`src/sv/assert_macros.svh`:
```
// assertion macros shared by the lock controller rtl
// no dependencies; expects signals named clock and reset in the including module
`ifndef ASSERT_MACROS_SVH
`define ASSERT_MACROS_SVH

// checked outside reset
`define KPLC_ASSERT(label, prop, msg) \
   label: assert property (@(posedge clock) disable iff (reset) (prop)) else $error(msg);

// checked on every edge including reset
`define KPLC_ASSERT_ALWAYS(label, prop, msg) \
   label: assert property (@(posedge clock) (prop)) else $error(msg);

`endif

```
`src/sv/kplc_pkg.sv`:
```
// shared types and constants of the keypad password lock controller
// no dependencies
package kplc_pkg;

   localparam int MAX_KEYS_DEFAULT = 10;

   localparam int PUK_W    = 40;
   localparam int TICK_W   = 8;
   localparam int CSR_AW   = 4;
   localparam int CSR_DW   = 64;

   localparam logic [PUK_W-1:0]  PUK_RESET     = 40'h01_2345_6789;
   localparam logic [TICK_W-1:0] LOCKOUT_RESET = 8'd59;

   // configuration handed from the register block to the controller
   typedef struct packed {
      logic [PUK_W-1:0]  puk_digits;
      logic [TICK_W-1:0] lockout_ticks;
   } cfg_type;

endpackage

```
`src/sv/kplc_csr.sv`:
```
// configuration registers of the lock controller on an apb-style port
// depends on kplc_pkg
module kplc_csr (
   input  logic                          clock,
   input  logic                          reset,
   input  logic                          csr_psel,
   input  logic                          csr_penable,
   input  logic                          csr_pwrite,
   input  logic [kplc_pkg::CSR_AW-1:0]   csr_paddr,
   input  logic [kplc_pkg::CSR_DW-1:0]   csr_pwdata,
   output logic [kplc_pkg::CSR_DW-1:0]   csr_prdata,
   output logic                          csr_pready,
   output kplc_pkg::cfg_type             cfg
);

   // registers sit 8 bytes apart, so bit 3 of the address picks one
   typedef enum logic {
      REG_PUK     = 1'b0,
      REG_LOCKOUT = 1'b1
   } reg_sel_type;

   kplc_pkg::cfg_type cfg_ff;
   logic              wr_en;
   reg_sel_type       sel;

   assign sel        = reg_sel_type'(csr_paddr[3]);
   assign wr_en      = csr_psel && csr_penable && csr_pwrite;
   assign csr_pready = 1'b1;
   assign cfg        = cfg_ff;

   always_ff @(posedge clock) begin
      if (reset) begin
         cfg_ff.puk_digits    <= kplc_pkg::PUK_RESET;
         cfg_ff.lockout_ticks <= kplc_pkg::LOCKOUT_RESET;
      end else if (wr_en) begin
         case (sel)
            REG_PUK: begin
               cfg_ff.puk_digits <= csr_pwdata[kplc_pkg::PUK_W-1:0];
            end
            REG_LOCKOUT: begin
               cfg_ff.lockout_ticks <= csr_pwdata[kplc_pkg::TICK_W-1:0];
            end
            default: begin
               cfg_ff <= cfg_ff;
            end
         endcase
      end
   end

   always_comb begin
      csr_prdata = '0;
      case (sel)
         REG_PUK: begin
            csr_prdata[kplc_pkg::PUK_W-1:0] = cfg_ff.puk_digits;
         end
         REG_LOCKOUT: begin
            csr_prdata[kplc_pkg::TICK_W-1:0] = cfg_ff.lockout_ticks;
         end
         default: begin
            csr_prdata = '0;
         end
      endcase
   end

endmodule

```
`src/sv/keypad_password_lock_controller_top.sv`:
```
// keypad password lock controller: mode sequencer, entry editor and result register
// depends on kplc_pkg, kplc_csr and assert_macros.svh
//
//   channel   direction   handshake                         payload
//   req_      in          req_valid / req_stall             command, key_code
//   rsp_      out         rsp_valid / rsp_stall             mode .. countdown
//   csr_      in/out      psel, penable, pwrite, pready=1   puk_digits, lockout_ticks
//
// one transfer in, one transfer out; the result is registered on acceptance
// a new item is taken every cycle; the single result register limits it when rsp_stall holds
// req_stall is high only while a result waits and rsp_stall is high
// synchronous reset restores mode, counters, saved password and configuration
`include "assert_macros.svh"

module keypad_password_lock_controller_top #(
   parameter int MAX_KEYS = kplc_pkg::MAX_KEYS_DEFAULT
) (
   input  logic                          clock,
   input  logic                          reset,
   // input channel
   input  logic                          req_valid,
   output logic                          req_stall,
   input  logic [1:0]                    req_command,
   input  logic [7:0]                    req_key_code,
   // result channel
   output logic                          rsp_valid,
   input  logic                          rsp_stall,
   output logic [2:0]                    rsp_mode,
   output logic [3:0]                    rsp_entry_length,
   output logic [3:0]                    rsp_event_res,
   output logic                          rsp_motor_enable,
   output logic                          rsp_motor_open_dir,
   output logic                          rsp_buzzer_on,
   output logic [3:0]                    rsp_trial_count,
   output logic [7:0]                    rsp_countdown,
   // configuration port
   input  logic                          csr_psel,
   input  logic                          csr_penable,
   input  logic                          csr_pwrite,
   input  logic [kplc_pkg::CSR_AW-1:0]   csr_paddr,
   input  logic [kplc_pkg::CSR_DW-1:0]   csr_pwdata,
   output logic [kplc_pkg::CSR_DW-1:0]   csr_prdata,
   output logic                          csr_pready
);

   // counter wide enough to hold MAX_KEYS itself, index just wide enough for the entries
   localparam int CW      = $clog2(MAX_KEYS + 1);
   localparam int IW      = $clog2(MAX_KEYS);
   localparam int PUK_LEN = 10;

   localparam logic [7:0] KEY_END   = 8'd35;   // '#'
   localparam logic [7:0] KEY_ERASE = 8'd42;   // '*'
   localparam logic [7:0] KEY_ZERO  = 8'd48;   // '0'
   localparam logic [7:0] KEY_ONE   = 8'd49;
   localparam logic [7:0] KEY_TWO   = 8'd50;
   localparam logic [7:0] KEY_THREE = 8'd51;
   localparam logic [7:0] KEY_FOUR  = 8'd52;

   typedef enum logic [2:0] {
      MODE_WELCOME = 3'd0,
      MODE_MENU    = 3'd1,
      MODE_LOGIN   = 3'd2,
      MODE_OLD     = 3'd3,
      MODE_NEW1    = 3'd4,
      MODE_NEW2    = 3'd5,
      MODE_LOCKOUT = 3'd6,
      MODE_PUK     = 3'd7
   } mode_type;

   typedef enum logic [3:0] {
      EV_NONE      = 4'd0,
      EV_STORED    = 4'd1,
      EV_ERASED    = 4'd2,
      EV_IGNORED   = 4'd3,
      EV_OPENED    = 4'd4,
      EV_CLOSED    = 4'd5,
      EV_WRONG     = 4'd6,
      EV_LOCKOUT   = 4'd7,
      EV_LOCK_OVER = 4'd8,
      EV_PERM_LOCK = 4'd9,
      EV_SAVED     = 4'd10,
      EV_MISMATCH  = 4'd11,
      EV_PUK_WRONG = 4'd12,
      EV_PUK_OK    = 4'd13
   } event_type;

   typedef enum logic [1:0] {
      CMD_KEY   = 2'd0,
      CMD_TICK  = 2'd1,
      CMD_CLOSE = 2'd2
   } cmd_type;

   // configuration registers
   kplc_pkg::cfg_type cfg;

   kplc_csr u_csr (
      .clock       (clock),
      .reset       (reset),
      .csr_psel    (csr_psel),
      .csr_penable (csr_penable),
      .csr_pwrite  (csr_pwrite),
      .csr_paddr   (csr_paddr),
      .csr_pwdata  (csr_pwdata),
      .csr_prdata  (csr_prdata),
      .csr_pready  (csr_pready),
      .cfg         (cfg)
   );

   // controller state
   mode_type      mode_ff, mode_in;
   logic [CW-1:0] entry_count_ff, entry_count_in;
   logic [CW-1:0] first_len_ff, first_len_in;
   logic [CW-1:0] saved_len_ff, saved_len_in;
   logic [3:0]    trials_ff, trials_in;
   logic [7:0]    left_ff, left_in;
   logic [7:0]    entry_buf_ff [MAX_KEYS];
   logic [7:0]    first_buf_ff [MAX_KEYS];
   logic [7:0]    saved_buf_ff [MAX_KEYS];

   // result register
   logic          rsp_valid_ff, rsp_valid_in;
   mode_type      rsp_mode_ff;
   logic [3:0]    rsp_len_ff;
   event_type     rsp_event_ff;
   logic [3:0]    rsp_trials_ff;
   logic [7:0]    rsp_left_ff;

   logic          accept;
   cmd_type       cmd;
   event_type     ev;
   logic          wr_entry;      // store the key at the current entry position
   logic          copy_first;    // first new password taken from the entry buffer
   logic          copy_saved;    // saved password taken from the first new password
   logic          login_match;
   logic          new_match;
   logic          puk_match;
   logic [3:0]    trials_inc;
   logic [7:0]    left_dec;
   logic [CW+3:0] count_ext;
   logic          rsp_opened;    // an open result is on the output
   logic          open_clean;    // welcome with trials cleared on the output

   // a result waiting on a stalled output is the only thing that holds the input
   assign req_stall = rsp_valid_ff && rsp_stall;
   assign accept    = req_valid && !req_stall;
   assign cmd       = cmd_type'(req_command);

   // entry against saved password, and first against second new password
   always_comb begin
      login_match = (entry_count_ff == saved_len_ff);
      new_match   = (entry_count_ff == first_len_ff);
      for (int i = 0; i < MAX_KEYS; i++) begin
         if (CW'(i) < entry_count_ff) begin
            login_match = login_match && (entry_buf_ff[i] == saved_buf_ff[i]);
            new_match   = new_match && (entry_buf_ff[i] == first_buf_ff[i]);
         end
      end
   end

   // puk digits against the ten held keys, each taken as key minus ascii zero
   generate
      if (MAX_KEYS >= PUK_LEN) begin : g_puk
         always_comb begin
            logic [7:0] digit_val;
            puk_match = (entry_count_ff == CW'(PUK_LEN));
            for (int i = 0; i < PUK_LEN; i++) begin
               digit_val = entry_buf_ff[i] - KEY_ZERO;
               puk_match = puk_match &&
                  (digit_val == {4'b0000, cfg.puk_digits[kplc_pkg::PUK_W-1-4*i -: 4]});
            end
         end
      end else begin : g_no_puk
         // too few keys for a full unlock code
         assign puk_match = 1'b0;
      end
   endgenerate

   assign trials_inc = (trials_ff == 4'hf) ? trials_ff : trials_ff + 4'd1;
   assign left_dec   = (left_ff != 8'd0) ? left_ff - 8'd1 : left_ff;

   // next state and result of the accepted item
   always_comb begin
      mode_in        = mode_ff;
      entry_count_in = entry_count_ff;
      first_len_in   = first_len_ff;
      saved_len_in   = saved_len_ff;
      trials_in      = trials_ff;
      left_in        = left_ff;
      ev             = EV_NONE;
      wr_entry       = 1'b0;
      copy_first     = 1'b0;
      copy_saved     = 1'b0;

      case (cmd)
         CMD_KEY: begin
            if (mode_ff == MODE_WELCOME) begin
               mode_in = MODE_MENU;
            end else if (mode_ff == MODE_MENU) begin
               if (req_key_code == KEY_ONE) begin
                  mode_in        = MODE_LOGIN;
                  entry_count_in = '0;
               end else if (req_key_code == KEY_TWO) begin
                  mode_in        = MODE_OLD;
                  entry_count_in = '0;
               end else begin
                  ev = EV_IGNORED;
               end
            end else if (mode_ff == MODE_LOCKOUT) begin
               ev = EV_IGNORED;
            end else if (req_key_code == KEY_END) begin
               // entry finished: act on the mode, then empty the buffer
               entry_count_in = '0;
               case (mode_ff)
                  MODE_LOGIN: begin
                     if (login_match) begin
                        trials_in = 4'd0;
                        mode_in   = MODE_WELCOME;
                        ev        = EV_OPENED;
                     end else begin
                        trials_in = trials_inc;
                        if (trials_inc == 4'd3 || trials_inc == 4'd6) begin
                           left_in = cfg.lockout_ticks;
                           mode_in = MODE_LOCKOUT;
                           ev      = EV_LOCKOUT;
                        end else if (trials_inc >= 4'd9) begin
                           mode_in = MODE_PUK;
                           ev      = EV_PERM_LOCK;
                        end else begin
                           ev = EV_WRONG;
                        end
                     end
                  end
                  MODE_OLD: begin
                     if (login_match) begin
                        mode_in = MODE_NEW1;
                     end else begin
                        ev = EV_WRONG;
                     end
                  end
                  MODE_NEW1: begin
                     copy_first   = 1'b1;
                     first_len_in = entry_count_ff;
                     mode_in      = MODE_NEW2;
                  end
                  MODE_NEW2: begin
                     if (new_match) begin
                        copy_saved   = 1'b1;
                        saved_len_in = first_len_ff;
                        mode_in      = MODE_WELCOME;
                        ev           = EV_SAVED;
                     end else begin
                        mode_in = MODE_NEW1;
                        ev      = EV_MISMATCH;
                     end
                  end
                  default: begin
                     // unlock code mode
                     if (puk_match) begin
                        trials_in = 4'd0;
                        mode_in   = MODE_NEW1;
                        ev        = EV_PUK_OK;
                     end else begin
                        ev = EV_PUK_WRONG;
                     end
                  end
               endcase
            end else if (req_key_code == KEY_ERASE) begin
               if (entry_count_ff != '0) begin
                  entry_count_in = entry_count_ff - CW'(1);
                  ev             = EV_ERASED;
               end else begin
                  ev = EV_IGNORED;
               end
            end else if (entry_count_ff < CW'(MAX_KEYS)) begin
               wr_entry       = 1'b1;
               entry_count_in = entry_count_ff + CW'(1);
               ev             = EV_STORED;
            end else begin
               ev = EV_IGNORED;
            end
         end
         CMD_TICK: begin
            if (mode_ff == MODE_LOCKOUT) begin
               left_in = left_dec;
               if (left_dec == 8'd0) begin
                  mode_in        = MODE_LOGIN;
                  entry_count_in = '0;
                  ev             = EV_LOCK_OVER;
               end
            end
         end
         CMD_CLOSE: begin
            ev = EV_CLOSED;
         end
         default: begin
            ev = EV_IGNORED;
         end
      endcase

      // countdown only lives in lockout
      if (mode_in != MODE_LOCKOUT) begin
         left_in = 8'd0;
      end
   end

   assign count_ext = {4'b0000, entry_count_in};

   // result register is loaded on acceptance and emptied once taken
   always_comb begin
      if (accept) begin
         rsp_valid_in = 1'b1;
      end else if (rsp_stall) begin
         rsp_valid_in = rsp_valid_ff;
      end else begin
         rsp_valid_in = 1'b0;
      end
   end

   always_ff @(posedge clock) begin
      if (reset) begin
         mode_ff         <= MODE_WELCOME;
         entry_count_ff  <= '0;
         first_len_ff    <= '0;
         saved_len_ff    <= CW'(4);
         trials_ff       <= 4'd0;
         left_ff         <= 8'd0;
         rsp_valid_ff    <= 1'b0;
         // factory password "1234", the rest cleared
         saved_buf_ff[0] <= KEY_ONE;
         saved_buf_ff[1] <= KEY_TWO;
         saved_buf_ff[2] <= KEY_THREE;
         saved_buf_ff[3] <= KEY_FOUR;
         for (int i = 4; i < MAX_KEYS; i++) begin
            saved_buf_ff[i] <= 8'd0;
         end
      end else begin
         rsp_valid_ff <= rsp_valid_in;
         if (accept) begin
            mode_ff        <= mode_in;
            entry_count_ff <= entry_count_in;
            first_len_ff   <= first_len_in;
            saved_len_ff   <= saved_len_in;
            trials_ff      <= trials_in;
            left_ff        <= left_in;
            if (wr_entry) begin
               entry_buf_ff[entry_count_ff[IW-1:0]] <= req_key_code;
            end
            if (copy_first) begin
               first_buf_ff <= entry_buf_ff;
            end
            if (copy_saved) begin
               saved_buf_ff <= first_buf_ff;
            end
            rsp_mode_ff   <= mode_in;
            rsp_len_ff    <= count_ext[3:0];
            rsp_event_ff  <= ev;
            rsp_trials_ff <= trials_in;
            rsp_left_ff   <= left_in;
         end
      end
   end

   assign rsp_valid          = rsp_valid_ff;
   assign rsp_mode           = rsp_mode_ff;
   assign rsp_entry_length   = rsp_len_ff;
   assign rsp_event_res      = rsp_event_ff;
   assign rsp_motor_enable   = (rsp_event_ff == EV_OPENED) || (rsp_event_ff == EV_CLOSED);
   assign rsp_motor_open_dir = (rsp_event_ff == EV_OPENED);
   assign rsp_buzzer_on      = (rsp_event_ff == EV_CLOSED);
   assign rsp_trial_count    = rsp_trials_ff;
   assign rsp_countdown      = rsp_left_ff;

   assign rsp_opened = rsp_valid_ff && (rsp_event_ff == EV_OPENED);
   assign open_clean = (rsp_mode_ff == MODE_WELCOME) && (rsp_trials_ff == 4'd0);

   // the editor never holds more keys than the buffer has room for
   `KPLC_ASSERT(a_count_range, entry_count_ff <= CW'(MAX_KEYS), "entry count beyond buffer")
   // unlock code mode is only reached after nine wrong logins
   `KPLC_ASSERT(a_puk_trials, mode_ff != MODE_PUK || trials_ff >= 4'd9, "puk with few trials")
   // countdown is zero outside lockout
   `KPLC_ASSERT(a_left_mode, mode_ff == MODE_LOCKOUT || left_ff == 8'd0, "countdown outside lockout")
   // an open always lands in welcome with trials cleared
   `KPLC_ASSERT(a_open_clean, !rsp_opened || open_clean, "open with stale state")
   // input is held back only by a waiting result
   `KPLC_ASSERT_ALWAYS(a_stall_cause, !req_stall || rsp_valid_ff, "stall without pending result")

endmodule
```
`config.mk`:
```
export PLATFORM = sky130hd
export DESIGN_NAME = keypad_password_lock_controller_top
export DESIGN_NICKNAME = d
export VERILOG_FILES = /design/src/sv/kplc_pkg.sv /design/src/sv/kplc_csr.sv /design/src/sv/keypad_password_lock_controller_top.sv
export VERILOG_INCLUDE_DIRS = /design/src /design/src/sv
export SDC_FILE = /design/constraint.sdc
export NUM_CORES = 1
export LEC_CHECK = 0
export BUFFER_PORTS_ARGS = -buffer_cell sky130_fd_sc_hd__buf_2
export CAP_MARGIN = 25
export CELL_PAD_IN_SITES_DETAIL_PLACEMENT = 2
export CELL_PAD_IN_SITES_GLOBAL_PLACEMENT = 2
export CORE_UTILIZATION = 42
export CTS_CLUSTER_DIAMETER = 30
export DETAILED_ROUTE_END_ITERATION = 10
export PLACE_DENSITY = 0.94
export REMOVE_ABC_BUFFERS = 1
export SYNTH_ARGS = -nofsm -noshare
export SYNTH_HDL_FRONTEND = slang
export SYNTH_HIERARCHICAL = 1
export SYNTH_SLANG_ARGS = --single-unit
```
`constraint.sdc`:
```
create_clock -name clock -period 19.6 [get_ports clock]
set_clock_uncertainty 0.05 [all_clocks]
set_input_delay 0.98 -clock clock [delete_from_list [all_inputs] [get_ports clock]]
set_output_delay 0.98 -clock clock [all_outputs]
set_load 0.005 [all_outputs]
```
==> metrics.csv, run 1 <==
stage,metric,value,unit
pwr,netSwitchingFraction,25.1,%
final_layout,drive_above_1_share,18.3,%
timing,tightestPinTransition,1.57,ns
status,status,"finished, violations left",
yosys,yosysWarningCount,6,
clock_tree,ctsLongestPathBuffers,3,
setup_path,timing_worst_setup_path_type,reg2reg,
clock_tree,clock_tree.htree_level_count,3,
timing,setup-violations-final,0,
drt,viasPerCell,6.17,
status,violations,"max-capacitance violations, max-slew violations",
grt,grtUsageTotal,37.4,%
grt,first_pass_grt_wire_length,106,mm
clock_tree,root_buffer,sky130_fd_sc_hd__clkbuf_16,
yosys,synth.largest_area_cell,sky130_fd_sc_hd__edfxtp_1,
floorplan,fp.dieH,199,µm
pwr,p_int,1.70,mW
yosys,synth_sequential_area_ratio,52.7,%
place,place.gp.congestion,0.931,
setup_path,crit-reg2reg-launch,entry_buf_ff[78],
floorplan,die_area,39700,µm²
yosys,synth_enable_flop_cells,183,
yosys,synth.cells.most_frequent,"sky130_fd_sc_hd__edfxtp_1, sky130_fd_sc_hd__dfxtp_1, sky130_fd_sc_hd__nor2_1, sky130_fd_sc_hd__mux2i_1, sky130_fd_sc_hd__xor2_1",
clock_tree,cts.reportedPaths.clkPinSlew,0.07,ns
flow_run,cap_violations,1,
timing,timing_max_transition_violations_final,2,
setup_path,r2r-end,left_ff[4],
clock_tree,numCtsBuffers,81,
drt,detail_route.iter0.violations,1087,
yosys,ys.flop_type,sky130_fd_sc_hd__edfxtp_1,
timing,clock.fmax,0.180,GHz
setup_path,end_kind,flop,
setup_path,crit_path_end,left_ff[4],
setup_path,crit_path_start_kind,flop,
clock_tree,worstSkewPairLatency,0.63,ns
floorplan,core_region_area,37900,µm²
setup_path,timing.reg2reg.setup_slack,14.04,ns
pwr,p_clk_share,63.1,%
pwr,cellPowerDensity,113,nW/µm²
drt,post_detailed_route_wirelength_per_cell,33.9,µm
grt,pin_count_of_the_biggest_net_entering_global_routing,73,
drt,drcViolationCount,0,
yosys,syn_area,16300,µm²
timing,whs,0.472,ns
grt,antenna_found_initial,5,
yosys,synthDistinctLibCells,75,
yosys,async_reset_ff_share,0,%
setup_path,reg2reg_depth,9,
timing,max-slew-margin-rel,-6.15,%
drt,detail_route.wirelength,73.8,mm
yosys,postSynthRegisterBits,339,
floorplan,initial_utilization,43.1,%
final_layout,syn_to_final_growth,22.9,%
drt,vias,13428,
grt,via_count_of_the_first_global_routing_pass,14969,
timing,layout_worst_path_cycle_share,28.4,%
drt,antenna_left,0,
yosys,yosys-top-cells-area,"sky130_fd_sc_hd__edfxtp_1, sky130_fd_sc_hd__dfxtp_1, sky130_fd_sc_hd__mux2i_1, sky130_fd_sc_hd__xor2_1, sky130_fd_sc_hd__xnor2_1",
place,dp.final_hpwl,39.3,mm
clock_tree,cts_tree,done,
yosys,post-synth-top-count-cell,sky130_fd_sc_hd__edfxtp_1,
floorplan,die_w,199,µm
setup_path,cp_data_arrival_time,5.90,ns
setup_path,worst_setup_path_startpoint,entry_buf_ff[78],
clock_tree,post_cts_resize_count,0,
setup_path,critical_path_required,19.94,ns
timing,unrepaired_setup_endpoints_after_global_routing,no,
pwr,vdd.ir_drop.worst,0.0905,mV
yosys,yosys.area.top_type_share,33.6,%
pwr,switchingPower,0.570,mW
clock_tree,post_cts.repair.setup_buffers,0,
timing,timing.final.hold_violations,0,
place,port_buffers,125,
drt,drt_pass1_iterations,5,
pwr,seq_power_share,33.4,%
floorplan,pin_count,178,
yosys,post_synth.cell_area_avg,11.3,µm²
yosys,postSynthCellCount,1449,
min_path,worstHoldPathType,reg2reg,
timing,layout_min_cycle_time,5.56,ns
grt,grt_overflow,0,
setup_path,critPathMaxFanout,16,
floorplan,core.rowCount,71,
pwr,share_comb_of_total_power,3.5,%
clock_tree,cts.hold.buffers_added,0,
pwr,total_leakage_power,7.24,nW
timing,setup-tns-final,0,ns
clock_tree,tritoncts_num_sinks,339,
final_layout,num-nets-final,1690,
==> metal layers <==
metal / vias up / wire length (µm) / track usage [%]
met1: 6866 / 27800 / 42.6
met2: 766 / 36500 / 63.6
li1: 5499 / - / -
met5: - / 30 / 0
met4: 4 / 4370 / 22.8
met3: 293 / 5120 / 8.56
==> logic make-up after synthesis <==
family	Yosys count	synth area share, %
AND/OR/NAND/NOR	476	16.0
flip-flops	339	52.7
XOR/XNOR	210	11.3
AO/OA/AOI/OAI	163	6.98
multiplexers	135	8.33
buffers and inverters	115	3.91
adder cells (fa/ha/maj)	9	0.689
other	2	0.0460
==> area by class of cell <==
| type | instances | area [µm²] |
|---|---|---|
| Fill cell | 3622 | 17900 |
| Sequential cell | 339 | 8620 |
| Multi-Input combinational cell | 1018 | 7180 |
| Clock buffer | 105 | 2330 |
| Timing Repair Buffer | 138 | 742 |
| Tap cell | 511 | 639 |
| Clock inverter | 47 | 492 |
| Inverter | 18 | 67.6 |
| Antenna cell | 1 | 2.50 |
==> cells in the final DEF (no fill, tap or decap), types with 8 or more instances in the layout <==
| cell type | count |
|---|---|
| sky130_fd_sc_hd__a211o_1 | 16 |
| sky130_fd_sc_hd__a211oi_1 | 9 |
| sky130_fd_sc_hd__a21oi_1 | 38 |
| sky130_fd_sc_hd__and3_1 | 8 |
| sky130_fd_sc_hd__buf_2 | 124 |
| sky130_fd_sc_hd__buf_4 | 12 |
| sky130_fd_sc_hd__clkbuf_1 | 8 |
| sky130_fd_sc_hd__clkbuf_16 | 86 |
| sky130_fd_sc_hd__clkbuf_8 | 11 |
| sky130_fd_sc_hd__clkinv_2 | 16 |
| sky130_fd_sc_hd__clkinvlp_4 | 9 |
| sky130_fd_sc_hd__conb_1 | 25 |
| sky130_fd_sc_hd__dfxtp_1 | 156 |
| sky130_fd_sc_hd__edfxtp_1 | 183 |
| sky130_fd_sc_hd__ha_1 | 9 |
| sky130_fd_sc_hd__inv_1 | 16 |
| sky130_fd_sc_hd__mux2_2 | 8 |
| sky130_fd_sc_hd__mux2i_1 | 127 |
| sky130_fd_sc_hd__nand2_1 | 36 |
| sky130_fd_sc_hd__nand2b_1 | 61 |
| sky130_fd_sc_hd__nand3_1 | 16 |
| sky130_fd_sc_hd__nand3b_1 | 11 |
| sky130_fd_sc_hd__nand4_1 | 37 |
| sky130_fd_sc_hd__nor2_1 | 146 |
| sky130_fd_sc_hd__nor2b_1 | 53 |
| sky130_fd_sc_hd__nor3_1 | 16 |
| sky130_fd_sc_hd__nor4_1 | 37 |
| sky130_fd_sc_hd__o21ai_0 | 28 |
| sky130_fd_sc_hd__o31ai_1 | 9 |
| sky130_fd_sc_hd__xnor2_1 | 104 |
| sky130_fd_sc_hd__xor2_1 | 106 |
==> worst min-delay path by stage <==
| stage | start | end | slack (ns) | cells after the start |
|---|---|---|---|---|
| floorplan | u_csr/cfg[2] | u_csr/cfg[2] | 0.41 | 2 |
| global placement | first_buf_ff[53] | saved_buf_ff[53] | 0.43 | 1 |
| detailed placement | first_buf_ff[76] | saved_buf_ff[76] | 0.46 | 1 |
| CTS | u_csr/cfg[43] | u_csr/cfg[43] | 0.47 | 2 |
| global route | first_buf_ff[77] | saved_buf_ff[77] | 0.50 | 1 |
| finish | u_csr/cfg[27] | u_csr/cfg[27] | 0.47 | 2 |
==> power groups by stage <==
stage	Combinational, mW	Clock, mW	Sequential [mW]
after floorplan	0.0295	0	0.769
after CTS	0.0757	1.44	0.758
after global placement	0.0655	0	0.771
final	0.0787	1.43	0.758
after detailed placement	0.0699	0	0.771
after global routing	0.0811	1.47	0.758
==> metrics by stage <==
step	power [mW]	utilization, %	std cells	worst slack [ns]	cell area [µm²]
2_1_floorplan	0.799	-	1375	9.06	15900
3_3_place_gp	0.836	45.4	2023	14.46	17200
3_5_place_dp	0.841	45.4	2023	14.26	17200
4_1_cts	2.27	52.9	2175	14.51	20100
5_1_grt	2.31	52.9	2176	13.88	20100
6_report	2.27	52.9	2177	14.04	20100
==> state kept, by name, indices dropped and copies added, names as in the netlist <==
register,count
rsp_valid,1
saved_buf_ff,80
rsp_countdown,8
mode_ff,3
first_buf_ff,80
u_csr/cfg,48
rsp_entry_length,4
entry_count_ff,4
trials_ff,4
rsp_trial_count,4
rsp_mode,3
saved_len_ff,4
rsp_event_res,4
left_ff,8
entry_buf_ff,80
first_len_ff,4
==> critical path, stage by stage (launching register included) <==
cell and delay, ns:
sky130_fd_sc_hd__edfxtp_1 0.51, sky130_fd_sc_hd__nor4bb_1 0.71, sky130_fd_sc_hd__nand4_1 0.39, sky130_fd_sc_hd__nor4_1 0.73, sky130_fd_sc_hd__nand4_1 0.58, sky130_fd_sc_hd__a211o_1 0.48, sky130_fd_sc_hd__o211ai_1 0.15, sky130_fd_sc_hd__o211ai_1 0.14
sky130_fd_sc_hd__buf_4 0.24, sky130_fd_sc_hd__o41ai_1 1.34
Note: power is estimated with default switching activity, not from simulation.
==> run 2: changes to the inputs <==
--- a/config.mk
+++ b/config.mk
@@ -10,10 +10,10 @@
 export CAP_MARGIN = 25
 export CELL_PAD_IN_SITES_DETAIL_PLACEMENT = 2
 export CELL_PAD_IN_SITES_GLOBAL_PLACEMENT = 2
-export CORE_UTILIZATION = 42
+export CORE_UTILIZATION = 39
 export CTS_CLUSTER_DIAMETER = 30
 export DETAILED_ROUTE_END_ITERATION = 10
-export PLACE_DENSITY = 0.94
+export PLACE_DENSITY = 0.88
 export REMOVE_ABC_BUFFERS = 1
 export SYNTH_ARGS = -nofsm -noshare
 export SYNTH_HDL_FRONTEND = slang
==> constraint.sdc (replaced) <==
create_clock -name clock -period 5.6 [get_ports clock]
set_clock_uncertainty 0.05 [all_clocks]
set_input_delay 0.28 -clock clock [delete_from_list [all_inputs] [get_ports clock]]
set_output_delay 0.28 -clock clock [all_outputs]
set_load 0.005 [all_outputs]
==> run 2 against run 1 <==
Effect of this change:
- the flow finishes with violations (design-rule violations)
- utilization decreased by 2.9 points
- first-iteration DRC count decreased by 3.9%
- clock power increased to 3.5 times the previous value
- count of clock-buffer cells in the layout decreased by 8
==> metrics.csv, run 2 (synthesis results as in run 1) <==
stage,metric,value,unit,change
place,place.gp.congestion,0.886,,-4.8%
timing,max-slew-margin-rel,31.0,%,+37 points
pwr,p_int,5.93,mW,+250%
pwr,switchingPower,2.04,mW,+260%
grt,grtUsageTotal,34.8,%,-2.6 points
drt,drt_pass1_iterations,9,,+4
status,status,"finished, violations left",,
min_path,worstHoldPathType,in2reg,,
clock_tree,worstSkewPairLatency,0.64,ns,about the same
floorplan,die_w,207,µm,+3.7%
grt,via_count_of_the_first_global_routing_pass,15037,,+0.45%
place,post-place-cells,2042,,+0.94%
floorplan,die_area,42700,µm²,+7.6%
final_layout,syn_to_final_growth,25.8,%,
timing,clock.fmax,0.210,GHz,+17%
floorplan,core.rowCount,74,,+4.2%
pwr,seq_power_share,33.3,%,about the same
grt,grt_overflow,0,,unchanged
setup_path,cp_data_arrival_time,5.02,ns,-0.88 ns
final_layout,layout_common_cells,"sky130_fd_sc_hd__edfxtp_1, sky130_fd_sc_hd__dfxtp_1, sky130_fd_sc_hd__nor2_1",,
status,violations,design-rule violations,,
final_layout,layout.cells.most_common,sky130_fd_sc_hd__edfxtp_1,,
grt,pin_count_of_the_biggest_net_entering_global_routing,86,,+18%
timing,finalWorstSetupSlack,0.846,ns,-13.19 ns
clock_tree,tritoncts_num_sinks,339,,unchanged
drt,drcViolationCount,10,,+10
clock_tree,cts.reportedPaths.clkPinSlew,0.05,ns,-0.02 ns
clock_tree,post_cts.repair.setup_buffers,0,,unchanged
timing,timing.final.hold_violations,0,,unchanged
timing,layout_worst_path_cycle_share,84.9,%,+57 points
floorplan,initial_utilization,39.7,%,-3.3 points
timing,unrepaired_setup_endpoints_after_global_routing,no,,
setup_path,critical_path.cell_chain,inv_1 -> ha_1 -> nor2b_1 -> nand2b_1 -> a21oi_1 -> nor4_1 -> nand4bb_1 -> mux2i_1 -> nor3_4 -> nor3_1,,
place,port_buffers,125,,unchanged
floorplan,fp.dieH,207,µm,+3.7%
floorplan,pin_count,178,,unchanged
drt,post_detailed_route_wirelength_per_cell,32.8,µm,-3.1%
final_layout,drive_above_1_share,17.9,%,-0.44 points
pwr,p_clk_share,62.9,%,-0.2 points
setup_path,crit_path_start_kind,flop,,
drt,viasPerCell,6.04,,-2.0%
final_layout,finish.cell_count_without_fillers,2239,,+2.8%
timing,setup-violations-final,0,,unchanged
flow_run,cap_violations,0,,-1
final_layout,register_area,8620,µm²,unchanged
final_layout,multi_input_comb_area,7180,µm²,unchanged
drt,vias,13532,,+0.77%
place,post-place-ws,1.22,ns,-13.04 ns
timing,tightestPinTransition,1.02,ns,-0.547 ns
final_layout,num-nets-final,1732,,+2.5%
pwr,vdd.ir_drop.worst,0.251,mV,+180%
grt,first_pass_grt_wire_length,107,mm,+0.36%
clock_tree,clock_tree.htree_level_count,3,,unchanged
pwr,share_comb_of_total_power,3.7,%,+0.2 points
place,dp.final_hpwl,38.0,mm,-3.4%
drt,detail_route.wirelength,73.5,mm,-0.39%
timing,layout_min_cycle_time,4.75,ns,-0.808 ns
setup_path,critPathMaxFanout,18,,+2
pwr,cellPowerDensity,388,nW/µm²,+240%
clock_tree,ctsLongestPathBuffers,3,,unchanged
final_layout,utilization,50.0,%,-2.9 points
clock_tree,numCtsBuffers,82,,+1.2%
timing,timing_max_transition_violations_final,0,,-2
setup_path,cpMaxStageDelayCell,sky130_fd_sc_hd__nand4bb_1,,
drt,antenna_left,0,,unchanged
setup_path,end_kind,flop,,
drt,detail_route.iter0.violations,1045,,-3.9%
pwr,netSwitchingFraction,25.6,%,+0.45 points
clock_tree,root_buffer,sky130_fd_sc_hd__clkbuf_16,,
timing,setup-tns-final,0,ns,unchanged
clock_tree,cts_tree,done,,
setup_path,timing_worst_setup_path_type,reg2reg,,
setup_path,critical_path_required,5.87,ns,-14.07 ns
setup_path,cp_slowest_stage_delay,0.77,ns,-0.57 ns
pwr,total_leakage_power,7.40,nW,+2.3%
final_layout,fillerInstances,4016,,+11%
floorplan,core_region_area,41100,µm²,+8.4%
grt,antenna_found_initial,0,,-5
[run 2: cell types whose count changed in the layout (fill, tap and decap cells not counted), moves of 2 or more]
cell                            before  now
sky130_fd_sc_hd__buf_12              1    3
sky130_fd_sc_hd__clkbuf_16          86   84
sky130_fd_sc_hd__clkbuf_8           11    8
sky130_fd_sc_hd__clkinv_1            4    7
sky130_fd_sc_hd__clkbuf_1            8    5
sky130_fd_sc_hd__buf_4              12    9
sky130_fd_sc_hd__clkinvlp_4          9   12
sky130_fd_sc_hd__dlygate4sd3_1       0   41
[run 2: routing by layer]
| metal | share of wire, % | up-vias | GRT usage (%) |
|---|---|---|---|
| li1 | - | 5576 | - |
| met1 | 37 | 6990 | 38.9 |
| met2 | 51 | 697 | 61.3 |
| met3 | 5.7 | 269 | 6.84 |
| met4 | 5.9 | 0 | 20.5 |
| met5 | 0 | - | 0 |
[run 2: stage by stage]
step,total power [mW],hold slack (ns),area (µm²)
after floorplan,2.79,0.299,15900
after global placement,2.93,0.436,17300
after detailed placement,2.94,0.447,17300
after CTS,7.90,0.0110,20500
after global routing,8.09,0.0313,20500
final,7.96,0.0284,20500
[run 2: final cells by class]
cell class | count | area share, %
Clock inverter | 55 | 2.86
Inverter | 18 | 0.329
Clock buffer | 97 | 10.9
Tap cell | 532 | 3.24
Antenna cell | 1 | 0.0122
Timing Repair Buffer | 179 | 5.83
Multi-Input combinational cell | 1018 | 34.9
Sequential cell | 339 | 41.9
[run 2: final timing paths]
check	slack, ns	depth (start not counted)	end	startpoint
worst min register to register	0.46	2	u_csr/cfg[25]	u_csr/cfg[25]
worst min-delay path	0.03	5	rsp_valid	rsp_stall
worst max-delay path	0.85	10	rsp_countdown[3]	entry_count_ff[1]
worst max register to register	0.85	10	rsp_countdown[3]	entry_count_ff[1]
[run 2: worst max-delay path: cells and delay by family, from the launching register on]
kind                     cells  cell delay, ns
flip-flops                   1            0.55
adder cells (fa/ha/maj)      1            0.39
multiplexers                 1            0.33
AND/OR/NAND/NOR              6            2.73
AO/OA/AOI/OAI                1            0.07
buffers and inverters        1            0.30
[run 2: power groups by stage]
stage          Sequential (mW)  Clock (mW)  Combinational [mW]
6_report                  2.65        5.01               0.297
5_1_grt                   2.65        5.13               0.306
4_1_cts                   2.65        4.96               0.284
3_5_place_dp              2.70           0               0.244
3_3_place_gp              2.70           0               0.231
2_1_floorplan             2.69           0               0.103
[run 2: repair_timing]
item | CTS | global route
hold endpoints to repair | 49 | 0
resized for setup | 0 | 0
hold buffers | 41 | 0
